`config.mk`:
```
export PLATFORM = sky130hd
export DESIGN_NAME = bf_isqrt
export DESIGN_NICKNAME = d
export VERILOG_FILES = /design/src/rtl/core/bf_pkg.sv /design/src/rtl/core/bf_isqrt.sv
export SDC_FILE = /design/constraint.sdc
export NUM_CORES = 1
export LEC_CHECK = 0
export BUFFER_PORTS_ARGS = -buffer_cell sky130_fd_sc_hd__clkbuf_2
export CAP_MARGIN = 20
export CORE_MARGIN = 2
export CORE_UTILIZATION = 58
export DETAILED_ROUTE_END_ITERATION = 8
export PLACE_DENSITY_LB_ADDON = 0.15
export REMOVE_ABC_BUFFERS = 1
export SYNTH_ARGS = -nofsm -noshare
export SYNTH_HDL_FRONTEND = slang
export SYNTH_SLANG_ARGS = --single-unit
```
`constraint.sdc`:
```
create_clock -name clk -period 3 [get_ports clk]
set_input_delay 0 -clock clk [delete_from_list [all_inputs] [get_ports clk]]
set_output_delay 0 -clock clk [all_outputs]
set_load 0.02 [all_outputs]
```
`src/rtl/core/bf_pkg.sv`:
```
// shared constants, types and codes for the phased array beamformer
package bf_pkg;

  localparam int BEAMS_MAX_DEF    = 8;
  localparam int ANTENNAS_MAX_DEF = 16;
  localparam int CHANNELS_DEF     = 64;

  localparam int SMP_W  = 16;
  localparam int WT_W   = 4 * SMP_W;
  localparam int PROD_W = 2 * SMP_W;
  localparam int CSUM_W = PROD_W + 1;
  localparam int ACC_W  = 37;
  localparam int OUT_W  = 39;
  localparam int RND_W  = CSUM_W + 1 - 15;
  localparam int POW_W  = 38;
  localparam int ROOT_W = POW_W / 2;
  localparam int REM_W  = ROOT_W + 3;
  localparam int RCNT_W = $clog2(ROOT_W);

  // cycles from the last issue until the power accumulators have settled
  localparam int DRAIN_CYC = 4;
  localparam int DCNT_W    = $clog2(DRAIN_CYC);

  localparam logic [3:0] INC_BEAM = 4'd8;

  localparam logic MODE_LOAD   = 1'b0;
  localparam logic MODE_SAMPLE = 1'b1;

  localparam int CFG_IDX_W  = 3;
  localparam int CFG_DATA_W = 5;
  localparam logic [CFG_IDX_W-1:0] CFG_ANTENNAS   = 3'd0;
  localparam logic [CFG_IDX_W-1:0] CFG_BEAMS      = 3'd1;
  localparam logic [CFG_IDX_W-1:0] CFG_FORMAT     = 3'd2;
  localparam logic [CFG_IDX_W-1:0] CFG_INC_ENABLE = 3'd3;
  localparam logic [CFG_IDX_W-1:0] CFG_INC_ROOT   = 3'd4;

  typedef struct packed {
    logic signed [SMP_W-1:0] yi;
    logic signed [SMP_W-1:0] yr;
    logic signed [SMP_W-1:0] xi;
    logic signed [SMP_W-1:0] xr;
  } sample_t;

  typedef struct packed {
    logic signed [ACC_W-1:0] yi;
    logic signed [ACC_W-1:0] yr;
    logic signed [ACC_W-1:0] xi;
    logic signed [ACC_W-1:0] xr;
  } acc_t;

  typedef struct packed {
    logic issue;
    logic clear;
  } cmac_ctl_t;

endpackage

```
`src/rtl/core/bf_isqrt.sv`:
```
// iterative integer square root, one result bit per cycle
module bf_isqrt (
  input  logic                      clk,
  input  logic                      rst,
  input  logic                      start,
  input  logic [bf_pkg::POW_W-1:0]  din,
  output logic [bf_pkg::ROOT_W-1:0] root,
  output logic                      busy,
  output logic                      done
);

  logic [bf_pkg::POW_W-1:0]  v;
  logic [bf_pkg::REM_W-1:0]  rem, rem_sh, trial;
  logic [bf_pkg::RCNT_W-1:0] cnt;

  always_comb begin
    rem_sh = {rem[bf_pkg::REM_W-3:0], v[bf_pkg::POW_W-1 -: 2]};
    trial  = {{(bf_pkg::REM_W-bf_pkg::ROOT_W-2){1'b0}}, root, 2'b01};
  end

  always_ff @(posedge clk) begin
    if (start) begin
      v    <= din;
      rem  <= '0;
      root <= '0;
    end else if (busy) begin
      v <= {v[bf_pkg::POW_W-3:0], 2'b00};
      if (rem_sh >= trial) begin
        rem  <= rem_sh - trial;
        root <= {root[bf_pkg::ROOT_W-2:0], 1'b1};
      end else begin
        rem  <= rem_sh;
        root <= {root[bf_pkg::ROOT_W-2:0], 1'b0};
      end
    end
  end

  always_ff @(posedge clk) begin
    if (rst) begin
      busy <= 1'b0;
      done <= 1'b0;
      cnt  <= '0;
    end else begin
      done <= 1'b0;
      if (start) begin
        busy <= 1'b1;
        cnt  <= bf_pkg::RCNT_W'(bf_pkg::ROOT_W - 1);
      end else if (busy) begin
        if (cnt == '0) begin
          busy <= 1'b0;
          done <= 1'b1;
        end else begin
          cnt <= cnt - 1'b1;
        end
      end
    end
  end

endmodule

```
==> impl_metrics.xml, run 1 <==
<?xml version="1.0" encoding="UTF-8"?>
<metrics>
  <group name="timing">
    <metric name="slew_violations" unit="">0</metric>
    <metric name="finalSetupViolCount" unit="">0</metric>
    <metric name="hold_ws" unit="ps">219.4</metric>
    <metric name="tightestPinTransition" unit="ps">871.2</metric>
    <metric name="hold_violations" unit="">0</metric>
    <metric name="finalCriticalPeriod" unit="ps">2746</metric>
    <metric name="skew" unit="ps">12.34</metric>
    <metric name="setup-tns-final" unit="ps">0</metric>
    <metric name="rsz0062_at_grt" unit="">no</metric>
    <metric name="final_critical_path_setup_slack" unit="ps">254.3</metric>
    <metric name="timing.fmax" unit="GHz">0.3642</metric>
    <metric name="timing.max_slew.rel_slack" unit="%">41.92</metric>
    <metric name="fin_crit_sh" unit="%">91.52</metric>
  </group>
  <group name="pwr">
    <metric name="power_frac_clock" unit="%">22.7</metric>
    <metric name="static-leakage-power" unit="nW">2.216</metric>
    <metric name="switchingPower" unit="W">0.001258</metric>
    <metric name="ir_drop" unit="mV">0.3312</metric>
    <metric name="sw_frac_of_total" unit="%">34.66</metric>
    <metric name="power_density" unit="nW/µm²">667.2</metric>
    <metric name="power.sequential.fraction" unit="%">38.5</metric>
    <metric name="pwr-share-comb" unit="%">38.7</metric>
    <metric name="internal_power" unit="W">0.002371</metric>
  </group>
  <group name="grt">
    <metric name="pin_count_of_the_biggest_net_entering_global_routing" unit="">39</metric>
    <metric name="gr-usage-all-layers" unit="%">23.52</metric>
    <metric name="vias_in_the_first_global_route" unit="">3507</metric>
    <metric name="antenna_found_initial" unit="">0</metric>
    <metric name="grt_overflow_total" unit="">0</metric>
    <metric name="first_pass_grt_wire_length" unit="µm">15960</metric>
  </group>
  <group name="synth">
    <metric name="ys_top_cells_by_count" unit="">46 x sky130_fd_sc_hd__dfxtp_1, 46 x sky130_fd_sc_hd__nor2_1, 38 x sky130_fd_sc_hd__edfxtp_1</metric>
    <metric name="dominant_combinational_cell_family_by_area_after_synthesis" unit="">multiplexers</metric>
    <metric name="synth_adder_area_share" unit="%">6.156</metric>
    <metric name="yosys.area_share.simple" unit="%">12.00</metric>
    <metric name="synthFlopType" unit="">sky130_fd_sc_hd__dfxtp_1</metric>
    <metric name="yosysWarningCount" unit="">0</metric>
    <metric name="syn_avg_cell_area" unit="µm²">10.67</metric>
    <metric name="synthArstFlopShare" unit="%">0</metric>
    <metric name="synth_enable_flop_cells" unit="">38</metric>
    <metric name="ys_ff_latch" unit="">84</metric>
    <metric name="post_synthesis_cell_count" unit="">419</metric>
    <metric name="proportion_of_synthesized_area_in_mux_cells" unit="%">16.23</metric>
    <metric name="synth_cell_types" unit="">50</metric>
    <metric name="ys_seq_area_share" unit="%">46.11</metric>
    <metric name="synth_compound_gate_area_share" unit="%">10.86</metric>
    <metric name="post-synth-top-area-fraction" unit="%">25.52</metric>
    <metric name="synth_area" unit="µm²">4472</metric>
    <metric name="post-synth-top-area-cell" unit="">sky130_fd_sc_hd__edfxtp_1</metric>
    <metric name="synth_area_leaders" unit="">sky130_fd_sc_hd__edfxtp_1 26%, sky130_fd_sc_hd__dfxtp_1 21%, sky130_fd_sc_hd__mux2_2 9.1%, sky130_fd_sc_hd__mux2i_1 7.2%, sky130_fd_sc_hd__ha_1 6.2%</metric>
    <metric name="synth_xor_xnor_area_share" unit="%">3.917</metric>
  </group>
  <group name="final_layout">
    <metric name="filler_cell_count" unit="">566</metric>
    <metric name="layout.area.seq" unit="µm²">2063</metric>
    <metric name="drive_gt1_share" unit="%">23.80</metric>
    <metric name="multi_input_comb_area" unit="µm²">2207</metric>
    <metric name="insertedDiodeCount" unit="">0</metric>
    <metric name="synthToLayoutAreaGrowth" unit="%">21.63</metric>
    <metric name="utilization" unit="%">71.50</metric>
    <metric name="layout_net_count" unit="">579</metric>
    <metric name="post-route-cell-area" unit="µm²">5439</metric>
  </group>
  <group name="cts">
    <metric name="clkSlewWorstSetupHoldPaths" unit="ps">90</metric>
    <metric name="worst_skew_pair.late_latency" unit="ps">360</metric>
    <metric name="cts.sink_count" unit="">84</metric>
    <metric name="cts.htree.levels" unit="">3</metric>
    <metric name="buffers_from_clock_root_to_sink_at_most" unit="">2</metric>
    <metric name="cts_tree" unit="">done</metric>
    <metric name="tritoncts.num_buffers" unit="">9</metric>
    <metric name="clk_root_buffer_cell" unit="">sky130_fd_sc_hd__clkbuf_8</metric>
  </group>
  <group name="min_path">
    <metric name="worst_hold_path.num_cells" unit="">2</metric>
    <metric name="hp-class" unit="">primary input to register</metric>
  </group>
  <group name="routing">
    <metric name="route.antenna.remaining_nets" unit="">0</metric>
    <metric name="vias" unit="">3464</metric>
    <metric name="first_pass_iters" unit="">4</metric>
    <metric name="routedWlPerCell" unit="µm">15.12</metric>
    <metric name="detailedRoute.firstIterationViolations" unit="">182</metric>
    <metric name="vias_per_cell" unit="">5.560</metric>
    <metric name="routed_wirelength" unit="µm">9422</metric>
    <metric name="drt_drc_violations_left" unit="">0</metric>
  </group>
  <group name="placed_design">
    <metric name="numPortBuffers" unit="">61</metric>
    <metric name="place_hpwl" unit="µm">5763</metric>
    <metric name="placed_cell_area" unit="µm²">4841</metric>
    <metric name="post-place-ws" unit="ps">212.9</metric>
    <metric name="place.gp.congestion" unit="">0.8385</metric>
  </group>
  <group name="die">
    <metric name="start_util" unit="%">58.78</metric>
    <metric name="die-area" unit="µm²">8428</metric>
    <metric name="design.core.area" unit="µm²">7607</metric>
    <metric name="io_pins" unit="">62</metric>
    <metric name="die-height" unit="µm">91.81</metric>
    <metric name="floorplan.rows" unit="">32</metric>
    <metric name="die_w" unit="µm">91.81</metric>
  </group>
  <group name="critical_path">
    <metric name="cp.required" unit="ps">3250</metric>
    <metric name="timing.reg2reg.worst_path_depth" unit="">10</metric>
    <metric name="critical_path.max_fanout" unit="">26</metric>
    <metric name="end_kind" unit="">register</metric>
    <metric name="critical_path.startpoint_type" unit="">register</metric>
    <metric name="timing.critical_path.arrival" unit="ps">3000</metric>
    <metric name="criticalPathCategory" unit="">register to register</metric>
  </group>
  <group name="flow_run">
    <metric name="timing.max_cap.violations" unit="">0</metric>
  </group>
  <group name="run_status">
    <metric name="run_status" unit="">complete, no violations</metric>
  </group>
</metrics>
## sequential cells by signal (all words and copies together) (netlist names)
name and cells:
busy 1, cnt 5, done 1, rem 20
root 19, v 38
## kinds of logic after synthesis
logic type | after synthesis
xor gates and xnor gates | 20
AOI/OAI and AO/OA | 72
adders and majority gates | 22
muxes | 68
and+or+nand+nor | 104
DFF | 84
buffers and inverters | 49
## metal layers
| layer | GRT usage [%] | vias to the layer above | part of all wire (%) |
|---|---|---|---|
| met5 | 0 | - | 0 |
| met4 | 10.07 | 0 | 2.2 |
| met3 | 4.519 | 21 | 3.6 |
| met2 | 40.44 | 75 | 50 |
| met1 | 28.85 | 1657 | 44 |
| li1 | - | 1711 | - |
## power by group through the flow
| stage | Sequential (W) | Clock [W] | Combinational, W |
|---|---|---|---|
| floorplan | 0.00142 | 0 | 0.00105 |
| global placement | 0.00142 | 0 | 0.00131 |
| detailed placement | 0.00142 | 0 | 0.00133 |
| CTS | 0.00139 | 0.000835 | 0.00138 |
| global route | 0.00141 | 0.000882 | 0.00156 |
| finish | 0.00140 | 0.000824 | 0.00141 |
## cell usage in the layout (no fill, tap or decap), drive strengths merged, types with 2 or more instances in the layout
| cell type | n |
|---|---|
| a211o | 2 |
| a211oi | 17 |
| a21o | 8 |
| a21oi | 22 |
| and2 | 4 |
| and3b | 2 |
| and4 | 2 |
| buf | 5 |
| clkbuf | 70 |
| clkinv | 2 |
| clkinvlp | 2 |
| dfxtp | 46 |
| dlygate4sd3 | 39 |
| edfxtp | 38 |
| ha | 22 |
| inv | 32 |
| mux2 | 36 |
| mux2i | 32 |
| nand2 | 10 |
| nand3 | 3 |
| nand4 | 7 |
| nand4b | 2 |
| nor2 | 46 |
| nor3 | 8 |
| nor3b | 3 |
| nor4 | 5 |
| nor4b | 2 |
| o211ai | 3 |
| o21a | 2 |
| o21ai | 8 |
| o311ai | 3 |
| o31ai | 2 |
| o41ai | 2 |
| or2 | 3 |
| xnor2 | 15 |
| xor2 | 5 |
## per-stage QoR
step           cells  total power [W]
6_report         623         0.003629
5_1_grt          623         0.003850
4_1_cts          623         0.003606
3_5_place_dp     568         0.002744
3_3_place_gp     568         0.002720
2_1_floorplan    401         0.002465
## timing repair
action                                  4_1_cts  5_1_grt
gates resized for setup                       0        1
hold buffers                                 39        0
endpoints found under the setup margin        0        5
hold endpoints to repair                     45        0
buffers inserted                              0        0
## final cells by class
| type | instances | share of cell area, % |
|---|---|---|
| clock inverter | 6 | 1.311 |
| multi-input combinational | 286 | 40.58 |
| clock buffer | 10 | 2.346 |
| timing repair buffer | 104 | 13.34 |
| tap | 102 | 2.346 |
| inverter | 31 | 2.139 |
| sequential | 84 | 37.93 |
## worst max-delay path, stage by stage, from the launching register on
cell and delay, ps:
sky130_fd_sc_hd__dfxtp_1 380, sky130_fd_sc_hd__inv_1 60, sky130_fd_sc_hd__ha_1 370, sky130_fd_sc_hd__a21oi_1 220
sky130_fd_sc_hd__o21bai_1 80, sky130_fd_sc_hd__a21oi_1 280, sky130_fd_sc_hd__nand4b_1 150, sky130_fd_sc_hd__or3b_1 460
sky130_fd_sc_hd__nand2_8 240, sky130_fd_sc_hd__nor2_1 110, sky130_fd_sc_hd__a211o_1 290
## worst paths after layout
kind                         start                   end  slack [ps]
max          root[13]$_SDFFE_PP0P_  rem[18]$_SDFFE_PP0P_         250
min reg2reg    cnt[4]$_SDFFE_PP0P_       done$_SDFF_PP0_         470
max reg2reg  root[13]$_SDFFE_PP0P_  rem[18]$_SDFFE_PP0P_         250
min                          start   rem[0]$_SDFFE_PP0P_         220
Note: power is estimated with default switching activity, not from simulation.
==> inputs of run 2 (changes only) <==
- CORE_UTILIZATION: 58 -> 60
- CTS_BUF_LIST: not set -> sky130_fd_sc_hd__clkbuf_4 sky130_fd_sc_hd__clkbuf_8
==> run 2 against run 1 <==
  * Register-to-register slack gained 30 ps
  * Maximum frequency up 1.0%
  * Critical path depth did not move
  * Power grew 1.9%
  * Routed wire length down 2.4%
  * Combinational power about the same
==> impl_metrics.xml, run 2 (synthesized netlist as in run 1, its figures left out) <==
<?xml version="1.0" encoding="UTF-8"?>
<metrics>
  <group name="placed_design">
    <metric name="place_hpwl" unit="µm">5561</metric>
    <metric name="placed_cell_area" unit="µm²">4837</metric>
    <metric name="place.gp.congestion" unit="">0.8209</metric>
    <metric name="numPortBuffers" unit="">61</metric>
    <metric name="post-place-ws" unit="ps">241.9</metric>
  </group>
  <group name="grt">
    <metric name="vias_in_the_first_global_route" unit="">3305</metric>
    <metric name="first_pass_grt_wire_length" unit="µm">15150</metric>
    <metric name="pin_count_of_the_biggest_net_entering_global_routing" unit="">47</metric>
    <metric name="antenna_found_initial" unit="">0</metric>
    <metric name="gr-usage-all-layers" unit="%">23.01</metric>
    <metric name="grt_overflow_total" unit="">0</metric>
  </group>
  <group name="final_layout">
    <metric name="layout_net_count" unit="">579</metric>
    <metric name="synthToLayoutAreaGrowth" unit="%">21.99</metric>
    <metric name="final_common_cell" unit="">sky130_fd_sc_hd__clkbuf_2</metric>
    <metric name="drive_gt1_share" unit="%">23.99</metric>
    <metric name="utilization" unit="%">75.21</metric>
    <metric name="most-common-layout-cells" unit="">60 x sky130_fd_sc_hd__clkbuf_2, 46 x sky130_fd_sc_hd__nor2_1, 45 x sky130_fd_sc_hd__dfxtp_1</metric>
    <metric name="largest_register_ff_count" unit="">38</metric>
    <metric name="post-route-cell-area" unit="µm²">5455</metric>
    <metric name="registers.top_by_ff_count" unit="">v</metric>
    <metric name="largestRegisters" unit="">v: 38 flops, rem: 20 flops, root: 19 flops</metric>
    <metric name="insertedDiodeCount" unit="">0</metric>
  </group>
  <group name="routing">
    <metric name="vias_per_cell" unit="">5.426</metric>
    <metric name="drt_drc_violations_left" unit="">0</metric>
    <metric name="detailedRoute.firstIterationViolations" unit="">141</metric>
    <metric name="first_pass_iters" unit="">5</metric>
    <metric name="route.antenna.remaining_nets" unit="">0</metric>
    <metric name="routedWlPerCell" unit="µm">14.83</metric>
    <metric name="vias" unit="">3364</metric>
    <metric name="routed_wirelength" unit="µm">9193</metric>
  </group>
  <group name="cts">
    <metric name="worst_skew_pair.late_latency" unit="ps">350</metric>
    <metric name="cts.sink_count" unit="">84</metric>
    <metric name="tritoncts.num_buffers" unit="">9</metric>
    <metric name="cts.htree.levels" unit="">3</metric>
    <metric name="clkSlewWorstSetupHoldPaths" unit="ps">80</metric>
    <metric name="clk_root_buffer_cell" unit="">sky130_fd_sc_hd__clkbuf_8</metric>
    <metric name="cts_tree" unit="">done</metric>
    <metric name="cts_setup_buffers" unit="">0</metric>
    <metric name="buffers_from_clock_root_to_sink_at_most" unit="">2</metric>
  </group>
  <group name="pwr">
    <metric name="power_density" unit="nW/µm²">678.1</metric>
    <metric name="ir_drop" unit="mV">0.3439</metric>
    <metric name="static-leakage-power" unit="nW">2.237</metric>
  </group>
  <group name="critical_path">
    <metric name="r2r_start" unit="">root[13]$_SDFFE_PP0P_</metric>
    <metric name="criticalPathCategory" unit="">register to register</metric>
    <metric name="timing.critical_path.arrival" unit="ps">2960</metric>
    <metric name="end_kind" unit="">register</metric>
    <metric name="critical_path.startpoint_type" unit="">register</metric>
    <metric name="critical_path.max_fanout" unit="">26</metric>
    <metric name="timing.critical_path.slowest_stage_cell" unit="">sky130_fd_sc_hd__or3b_1</metric>
    <metric name="setup.worst_path.start" unit="">root[13]$_SDFFE_PP0P_</metric>
    <metric name="cp_cell_sequence" unit="">inv_1 -&gt; ha_1 -&gt; a21oi_1 -&gt; o21bai_1 -&gt; a21oi_1 -&gt; nand4b_1 -&gt; or3b_1 -&gt; nand2_8 -&gt; nor2_1 -&gt; a211o_1</metric>
    <metric name="cp.required" unit="ps">3240</metric>
    <metric name="critical_path.max_stage_delay" unit="ps">450</metric>
    <metric name="timing.critical_path.mode_cell" unit="">sky130_fd_sc_hd__a21oi_1</metric>
  </group>
  <group name="timing">
    <metric name="fin_crit_sh" unit="%">90.58</metric>
    <metric name="hold_ws" unit="ps">194.3</metric>
    <metric name="final_critical_path_setup_slack" unit="ps">282.7</metric>
    <metric name="timing.max_slew.rel_slack" unit="%">41.76</metric>
    <metric name="rsz0062_at_grt" unit="">no</metric>
    <metric name="tightestPinTransition" unit="ps">873.6</metric>
    <metric name="setup-tns-final" unit="ps">0</metric>
    <metric name="timing.fmax" unit="GHz">0.3680</metric>
    <metric name="slew_violations" unit="">0</metric>
    <metric name="finalCriticalPeriod" unit="ps">2717</metric>
    <metric name="hold_violations" unit="">0</metric>
    <metric name="skew" unit="ps">7.449</metric>
    <metric name="finalSetupViolCount" unit="">0</metric>
  </group>
  <group name="flow_run">
    <metric name="timing.max_cap.violations" unit="">0</metric>
  </group>
  <group name="die">
    <metric name="design.core.area" unit="µm²">7253</metric>
    <metric name="io_pins" unit="">62</metric>
    <metric name="die-height" unit="µm">90.33</metric>
    <metric name="start_util" unit="%">61.65</metric>
    <metric name="floorplan.rows" unit="">31</metric>
    <metric name="die_w" unit="µm">90.33</metric>
    <metric name="die-area" unit="µm²">8160</metric>
  </group>
  <group name="min_path">
    <metric name="hp-class" unit="">primary input to register</metric>
    <metric name="holdCritStartpoint" unit="">start</metric>
  </group>
  <group name="run_status">
    <metric name="run_status" unit="">complete, no violations</metric>
  </group>
</metrics>
[run 2: where the power goes]
group / total, W / internal (W) / switching (W) / leakage (nW)
Clock: 0.000899 / 0.000480 / 0.000419 / 0.114
Sequential: 0.00140 / 0.00133 / 0.0000707 / 0.759
Combinational: 0.00140 / 0.000659 / 0.000743 / 1.36
Total: 0.00370 / 0.00247 / 0.00123 / 2.24
[run 2: metrics by stage]
step                      cells  power [W]
after floorplan             401   0.002465
after global placement      565   0.002728
after detailed placement    565   0.002746
after CTS                   620   0.003683
after global routing        620   0.003921
final                       620   0.003699
[run 2: repair_timing]
action | 4_1_cts | 5_1_grt
endpoints found under the setup margin | 0 | 1
hold endpoints to repair | 45 | 0
hold buffers | 39 | 0
gates resized for setup | 0 | 1
[run 2: layout make-up]
| class | count | area, µm² |
|---|---|---|
| timing repair buffer | 104 | 725.7 |
| sequential | 84 | 2063 |
| fill | 532 | 1798 |
| clock inverter | 6 | 87.58 |
| inverter | 31 | 116.4 |
| multi-input combinational | 286 | 2207 |
| tap | 99 | 123.9 |
| clock buffer | 10 | 131.4 |
[run 2: final timing paths]
| path | endpoint | slack [ps] | cells after the start |
|---|---|---|---|
| max | rem[18]$_SDFFE_PP0P_ | 280 | 10 |
| min | root[17]$_SDFFE_PP0P_ | 190 | 2 |
| max reg2reg | rem[18]$_SDFFE_PP0P_ | 280 | 10 |
| min reg2reg | done$_SDFF_PP0_ | 470 | 1 |
[run 2: critical path: cells and delay by family (launching register included)]
kind	cells	cell delay (ps)
adders and majority gates	1	360
and+or+nand+nor	4	940
AOI/OAI and AO/OA	4	870
buffers and inverters	1	60
DFF	1	370
[run 2: per-layer routing]
metal | GRT usage (%) | wire (µm)
met5 | 0 | 0
met4 | 6.923 | 80
met3 | 4.758 | 287
met2 | 40.66 | 4640
met1 | 28.35 | 4184
==> inputs of run 3 (changes only) <==
- CORE_UTILIZATION: 60 -> 50
- REMOVE_ABC_BUFFERS: 1 -> not set
- SLEW_MARGIN: not set -> 20
==> run 3 against run 2 <==
  * Routed wire length down 2.6%
  * Critical path depth unchanged
  * Register-to-register slack lost 60 ps
  * Sequential cell count is the same
  * Via count increased by 0.74%
  * Sequential power about the same
  * First-iteration DRC count decreased by 3.5%
  * Clock skew increased by 1.3 ps
  * Power shrank 2.4%
  * Maximum frequency down 2.1%
  * Die area is 19% higher
  * Sequential share of layout area rose by 0.10 points
  * Largest cell class unchanged
  * Largest power group unchanged
==> impl_metrics.xml, run 3 (synthesized netlist as in run 1, its figures left out) <==
<?xml version="1.0" encoding="UTF-8"?>
<metrics>
  <group name="routing">
    <metric name="detailedRoute.firstIterationViolations" unit="">136</metric>
    <metric name="routedWlPerCell" unit="µm">14.23</metric>
    <metric name="vias" unit="">3389</metric>
    <metric name="first_pass_iters" unit="">4</metric>
    <metric name="vias_per_cell" unit="">5.388</metric>
    <metric name="route.antenna.remaining_nets" unit="">0</metric>
    <metric name="drt_drc_violations_left" unit="">0</metric>
    <metric name="routed_wirelength" unit="µm">8951</metric>
  </group>
  <group name="final_layout">
    <metric name="filler_cell_count" unit="">737</metric>
    <metric name="insertedDiodeCount" unit="">0</metric>
    <metric name="final_common_cell" unit="">sky130_fd_sc_hd__clkbuf_2</metric>
    <metric name="layout_net_count" unit="">579</metric>
    <metric name="synthToLayoutAreaGrowth" unit="%">21.66</metric>
    <metric name="largestRegisters" unit="">v: 38 flops, rem: 20 flops, root: 19 flops</metric>
    <metric name="instances_no_fill" unit="">629</metric>
    <metric name="largest_register_ff_count" unit="">38</metric>
    <metric name="registers.top_by_ff_count" unit="">v</metric>
    <metric name="drive_gt1_share" unit="%">23.99</metric>
    <metric name="most-common-layout-cells" unit="">60 x sky130_fd_sc_hd__clkbuf_2, 46 x sky130_fd_sc_hd__nor2_1, 45 x sky130_fd_sc_hd__dfxtp_1</metric>
  </group>
  <group name="timing">
    <metric name="tightestPinTransition" unit="ps">862.5</metric>
    <metric name="slew_violations" unit="">0</metric>
    <metric name="fin_crit_sh" unit="%">92.50</metric>
    <metric name="setup-tns-final" unit="ps">0</metric>
    <metric name="timing.fmax" unit="GHz">0.3604</metric>
    <metric name="rsz0062_at_grt" unit="">no</metric>
    <metric name="timing.max_slew.rel_slack" unit="%">42.50</metric>
    <metric name="hold_violations" unit="">0</metric>
    <metric name="finalSetupViolCount" unit="">0</metric>
    <metric name="skew" unit="ps">8.716</metric>
    <metric name="finalCriticalPeriod" unit="ps">2775</metric>
  </group>
  <group name="pwr">
    <metric name="static-leakage-power" unit="nW">2.215</metric>
    <metric name="ir_drop" unit="mV">0.3395</metric>
    <metric name="power_density" unit="nW/µm²">664.0</metric>
  </group>
  <group name="grt">
    <metric name="vias_in_the_first_global_route" unit="">3321</metric>
    <metric name="grt_overflow_total" unit="">0</metric>
    <metric name="gr-usage-all-layers" unit="%">19.01</metric>
    <metric name="antenna_found_initial" unit="">0</metric>
    <metric name="pin_count_of_the_biggest_net_entering_global_routing" unit="">61</metric>
    <metric name="first_pass_grt_wire_length" unit="µm">15060</metric>
  </group>
  <group name="synth">
    <metric name="number_of_nets_in_the_synthesized_netlist" unit="">482</metric>
  </group>
  <group name="critical_path">
    <metric name="r2r_slack" unit="ps">220</metric>
    <metric name="end_kind" unit="">register</metric>
    <metric name="cp.required" unit="ps">3250</metric>
    <metric name="timing.reg2reg.worst_path_depth" unit="">10</metric>
    <metric name="criticalPathCategory" unit="">register to register</metric>
    <metric name="timing.critical_path.arrival" unit="ps">3020</metric>
    <metric name="critical_path.max_fanout" unit="">26</metric>
    <metric name="critical_path.startpoint_type" unit="">register</metric>
    <metric name="r2r_start" unit="">root[13]$_SDFFE_PP0P_</metric>
    <metric name="r2r_end" unit="">rem[18]$_SDFFE_PP0P_</metric>
  </group>
  <group name="cts">
    <metric name="ctsHoldBuffers" unit="">39</metric>
    <metric name="worst_skew_pair.late_latency" unit="ps">360</metric>
    <metric name="cts_setup_buffers" unit="">0</metric>
    <metric name="buffers_from_clock_root_to_sink_at_most" unit="">2</metric>
    <metric name="clk_root_buffer_cell" unit="">sky130_fd_sc_hd__clkbuf_8</metric>
    <metric name="tritoncts.num_buffers" unit="">9</metric>
    <metric name="cts.repair.resized" unit="">0</metric>
    <metric name="cts_tree" unit="">done</metric>
    <metric name="clkSlewWorstSetupHoldPaths" unit="ps">90</metric>
    <metric name="cts.sink_count" unit="">84</metric>
    <metric name="cts.htree.levels" unit="">3</metric>
  </group>
  <group name="die">
    <metric name="die-area" unit="µm²">9716</metric>
    <metric name="die-height" unit="µm">98.57</metric>
    <metric name="start_util" unit="%">51.53</metric>
    <metric name="design.core.area" unit="µm²">8678</metric>
    <metric name="io_pins" unit="">62</metric>
    <metric name="floorplan.rows" unit="">34</metric>
    <metric name="die_w" unit="µm">98.57</metric>
  </group>
  <group name="min_path">
    <metric name="hp-class" unit="">primary input to register</metric>
    <metric name="min_to" unit="">root[2]$_SDFFE_PP0P_</metric>
    <metric name="worst_hold_path.num_cells" unit="">2</metric>
    <metric name="holdCritStartpoint" unit="">start</metric>
  </group>
  <group name="placed_design">
    <metric name="numPlacedInstances" unit="">574</metric>
    <metric name="numPortBuffers" unit="">61</metric>
    <metric name="place.gp.congestion" unit="">0.8707</metric>
    <metric name="place_hpwl" unit="µm">5828</metric>
  </group>
  <group name="run_status">
    <metric name="run_status" unit="">complete, no violations</metric>
  </group>
  <group name="flow_run">
    <metric name="timing.max_cap.violations" unit="">0</metric>
  </group>
</metrics>
run 3: area by class of cell:
| type | instances | area [µm²] | area share, % |
|---|---|---|---|
| multi-input cells | 286 | 2198 | 40.41 |
| clock inverters | 6 | 70.07 | 1.288 |
| well taps | 108 | 135.1 | 2.484 |
| flip-flops and latches | 84 | 2063 | 37.93 |
| inverters | 31 | 116.4 | 2.139 |
| repair buffers | 104 | 725.7 | 13.34 |
| clock buffers | 10 | 131.4 | 2.415 |
run 3: metrics by stage:
stage | hold slack, ps | instance area [µm²] | utilization, % | setup slack, ps | total power (W)
floorplan | 69.07 | 4472 | - | 463.9 | 0.002580
global placement | 263.7 | 4848 | 55.87 | 309.0 | 0.002736
detailed placement | 272.2 | 4848 | 55.87 | 257.3 | 0.002754
CTS | 83.66 | 5440 | 62.69 | 229.9 | 0.003639
global route | 104.9 | 5440 | 62.69 | 16.31 | 0.003848
finish | 82.25 | 5440 | 62.69 | 224.9 | 0.003612
run 3: layer usage:
metal	vias to the layer above	share of wire (%)	wire length [µm]	GRT usage (%)
li1	1726	-	-	-
met1	1590	46	4161	23.77
met2	61	49	4353	32.50
met3	12	3.7	327	4.681
met4	0	1.2	109	6.006
met5	-	0	0	0
run 3: how the worst max path moves through the flow:
stage	start	end	slack [ps]	depth (start not counted)
finish	root[13]$_SDFFE_PP0P_	rem[18]$_SDFFE_PP0P_	220	10
global route	root[13]$_SDFFE_PP0P_	rem[18]$_SDFFE_PP0P_	20	10
CTS	root[13]$_SDFFE_PP0P_	rem[18]$_SDFFE_PP0P_	230	10
detailed placement	root[13]$_SDFFE_PP0P_	rem[18]$_SDFFE_PP0P_	260	10
global placement	root[0]$_SDFFE_PP0P_	rem[18]$_SDFFE_PP0P_	310	10
floorplan	root[3]$_SDFFE_PP0P_	rem[19]$_SDFFE_PP0P_	460	11
run 3: worst max-delay path, stage by stage (launching register included):
cell and delay [ps]:
sky130_fd_sc_hd__dfxtp_1 380, sky130_fd_sc_hd__inv_1 60, sky130_fd_sc_hd__ha_1 360, sky130_fd_sc_hd__a21oi_1 220, sky130_fd_sc_hd__o21bai_1 80, sky130_fd_sc_hd__a21oi_1 280
sky130_fd_sc_hd__nand4b_1 130, sky130_fd_sc_hd__or3b_1 410, sky130_fd_sc_hd__nand2_4 330, sky130_fd_sc_hd__nor2_1 130, sky130_fd_sc_hd__a211o_1 300
run 3: power breakdown:
part	switching (W)	total, W	internal [W]
clock network	0.000426	0.000825	0.000400
logic	0.000741	0.00139	0.000651
registers	0.0000683	0.00140	0.00133
